`src/rtl/core/wcsr_ram.sv`:
```
module wcsr_ram #(
  parameter int WIDTH = 32,
  parameter int DEPTH = 16
) (
  input  logic                                     clk,
  input  logic                                     we,
  input  logic [(DEPTH > 1 ? $clog2(DEPTH) : 1)-1:0] waddr,
  input  logic [WIDTH-1:0]                         wdata,
  input  logic                                     re,
  input  logic [(DEPTH > 1 ? $clog2(DEPTH) : 1)-1:0] raddr,
  output logic [WIDTH-1:0]                         rdata
);

  logic [WIDTH-1:0] mem [DEPTH];

  always_ff @(posedge clk) begin
    if (we) begin
      mem[waddr] <= wdata;
    end
    if (re) begin
      rdata <= mem[raddr];
    end
  end

endmodule

```
`config.mk`:
```
export PLATFORM = sky130hd
export DESIGN_NAME = wcsr_ram
export DESIGN_NICKNAME = d
export VERILOG_FILES = /design/src/rtl/core/wcsr_ram.sv
export SDC_FILE = /design/constraint.sdc
export NUM_CORES = 1
export LEC_CHECK = 0
export BUFFER_PORTS_ARGS = -buffer_cell sky130_fd_sc_hd__buf_4
export CAP_MARGIN = 20
export CORE_ASPECT_RATIO = 1.2
export CORE_UTILIZATION = 55
export CTS_CLUSTER_SIZE = 8
export DETAILED_ROUTE_END_ITERATION = 10
export PLACE_DENSITY_LB_ADDON = 0.05
export SLEW_MARGIN = 25
export SYNTH_ARGS = -nofsm -noshare
export SYNTH_HDL_FRONTEND = slang
export SYNTH_SLANG_ARGS = --single-unit
export TNS_END_PERCENT = 5
```
`constraint.sdc`:
```
create_clock -name clk -period 3.7 [get_ports clk]
set_clock_uncertainty 0.05 [all_clocks]
set_input_delay 0.74 -clock clk [delete_from_list [all_inputs] [get_ports clk]]
set_output_delay 0.74 -clock clk [all_outputs]
set_load 0.05 [all_outputs]
```
* Yosys cells after proc, flatten, opt, wreduce, memory -nomap -nowiden *
Memory sizes are Yosys's and may differ from the RTL's. A register that Yosys moved wholly into a read port is not among the register bits.
Index checks and enable logic that the tools add are counted.

operators by class
  muxes and demuxes = 2

operator list
  kind     number
  $mux W1  2

storage, ports and cells
  flip-flop bits (word level) = 0
  bits in writable memories = 512
  bits of input ports = 43
  output and inout bits = 32
  memories kept = 1

memories
  memory  depth  width  read ports  clocked after memory_dff  write ports  line  source
  mem     16     32     1           1                         1            14    logic [WIDTH-1:0] mem [DEPTH];

* Longest topological paths before layout *
  depth in word-level cells = 2
  gate-level depth with buffers = 5
  gate-level depth less buffers = 3

* Least setup slack after synthesis *
OpenSTA, ideal clock, no wires.

  path type = input to register
  start = in waddr[2] in the netlist's numbering
  end = mem mem[0][0] (enable)
  data arrival time = 3.458 ns
  required time = 3.189 ns
  path slack = -0.270 ns
  cell stages on the path = 2
  cells stage by stage = or3b_2 -> nor3_1

RTL lines
  element          line  source
  start, declared  7     input logic [(DEPTH > 1 ? $clog2(DEPTH) : 1)-1:0] waddr,
  end, declared    14

No word-level cell before the write port.

==> out/results.ini <==
[clocking]
cts_setup_buffers=0
hold_buffers=0
cts.repair.resized=0
clk_pin_slew_ns=0.05
cts-root-buf=clkbuf_16
cts_made_buffers=77
cts-htree-levels=3
cts_tree=yes
clock_latency_ns=0.58
cts_num_sinks=544
clockBufferDepth=3

[floorplan]
die_y_um=211.8
die_area_mm2=0.03745
start_util=0.5598
num_rows=76
core_area_mm2=0.03604
dieWidth_um=176.8
io_pins=75

[setup_path]
endpoint_kind=register
crit_arrival_ns=2.31
cp_max_fo=43
crit_path_start_kind=primary input
path_class=primary input to register
worstPathRequired_ns=3.96

[power_and_ir_drop]
power_density_mw_per_mm2=583.7
leakagePower_nw=7.637
ir_drop_mv=0.4329

[logic_synthesis]
ys.warnings.count=0
ys_ff_latch=544
synth_cell_types=17
synthCells=838
synth.yosys.seq_area_share=0.8097
synth_area_mm2=0.02017
synth_nets=881
syn-mean-instance-area_um2=24.07

[placement]
place_ws_ns=1.004
placed_cells=1369
portBuffers=74
place_congestion=0.7035
hpwl_mm=21.06

[drt]
firstDrtPassIters=5
viasPerCell=6.301
dr.first_iter.drc_count=1030
wl_mm=42.41
ant_nets=0
wl_per_cell_um=29.19
vias=9155
drc=0

[finish]
diodes=0
fin_nets=1023
stdcell_count=1453
area_growth_pct=16.97
layout_commonest_cell=edfxtp_1
layout_common_cells=edfxtp_1 (544), mux4_2 (128), buf_4 (99)
drive_above_1_share=0.3431
nFillCells=2312

[sta]
rsz0062_at_grt=no
maxSlewViolCount=0
clock.fmax_ghz=0.4870
hold_violations=0
finalSetupViolations=0
fin_ws_ns=1.646
fin_crit_sh=0.5550
min_period_ns=2.054
finalSetupTns_ns=0
tightest_slew_ns=0.6649
timing.slew.headroom=0.5568
hold_slack_ns=0.4132

[global_routing]
first_global_vias=10030
grt_usage=0.2403
antenna_found_initial=0
overflow=0
grt_pass1_wl_mm=63.13
grt_max_degree=60

[min_path]
min_path_type=primary input to register

[run_status]
outcome=complete, no violations

[job]
cap_violations=0

-- layer usage --
metal / up-vias / wire, um / track usage
li1: 3865 / - / -
met1: 4885 / 16550 / 0.3201
met2: 332 / 22380 / 0.4054
met3: 73 / 2706 / 0.04526
met4: 0 / 778 / 0.07283
met5: - / 0 / 0
-- stage by stage --
| stage | cell area (um^2) | util | total power, mW |
|---|---|---|---|
| floorplan | 20180 | - | 7.541 |
| global placement | 21550 | 0.5980 | 7.815 |
| detailed placement | 21550 | 0.5980 | 7.845 |
| CTS | 23600 | 0.6548 | 13.91 |
| global route | 23600 | 0.6548 | 14.21 |
| finish | 23600 | 0.6548 | 13.77 |
-- report_power, final --
part / switching, mW / total [mW] / internal, mW
registers: 0.0370 / 7.00 / 6.96
logic: 0.447 / 0.721 / 0.274
clock network: 2.28 / 6.05 / 3.77
total: 2.77 / 13.8 / 11.0
-- sequential cells by signal, summed over array words and instances (netlist names) --
| register | count |
|---|---|
| mem | 512 |
| rdata | 32 |
-- cell usage after synthesis --
library cell | instances | area [um^2]
buf_6 | 2 | 22.52
edfxtp_1 | 544 | 16340
mux4_2 | 128 | 2883
nor3_1 | 4 | 20.02
buf_2 | 4 | 20.02
clkbuf_1 | 17 | 63.81
nor2b_1 | 2 | 12.51
nand3_1 | 1 | 5.000
buf_4 | 11 | 82.58
buf_1 | 9 | 33.78
nor2_1 | 13 | 48.80
and2_1 | 1 | 6.260
or3b_2 | 1 | 8.760
nand2b_1 | 2 | 12.51
nand2_1 | 33 | 123.9
a22oi_1 | 64 | 480.5
nand3b_1 | 2 | 15.01
-- cell type report --
| class | instances | area [um^2] | share of cell area |
|---|---|---|---|
| sequential | 544 | 16340 | 0.6923 |
| timing repair buffer | 106 | 877.1 | 0.03717 |
| clock inverter | 4 | 42.54 | 0.001803 |
| clock buffer | 80 | 2002 | 0.08484 |
| multi-input combinational | 251 | 3755 | 0.1591 |
| tap | 468 | 585.6 | 0.02481 |
-- critical path: stages --
cell	delay [ns]
clkbuf_8	0.31
buf_12	0.37
mux4_2	0.56
a22oi_1	0.20
nand2_1	0.08
-- cells by family after synthesis --
family,share of synthesized area
buffers and inverters,0.01104
AO/OA/AOI/OAI,0.02382
AND/OR/NAND/NOR,0.01253
multiplexers,0.1429
flip-flops,0.8097
-- path summary, 6_finish.rpt --
path                      to   startpoint  depth (start not counted)  slack (ns)
setup / recovery   rdata[24]     raddr[0]                          5        1.65
setup reg to reg   rdata[15]   mem[3][15]                          3        2.20
hold reg to reg    rdata[10]  mem[15][10]                          3        0.69
hold / removal    mem[3][21]    wdata[21]                          1        0.41
Note: power is estimated with default switching activity, not from simulation.
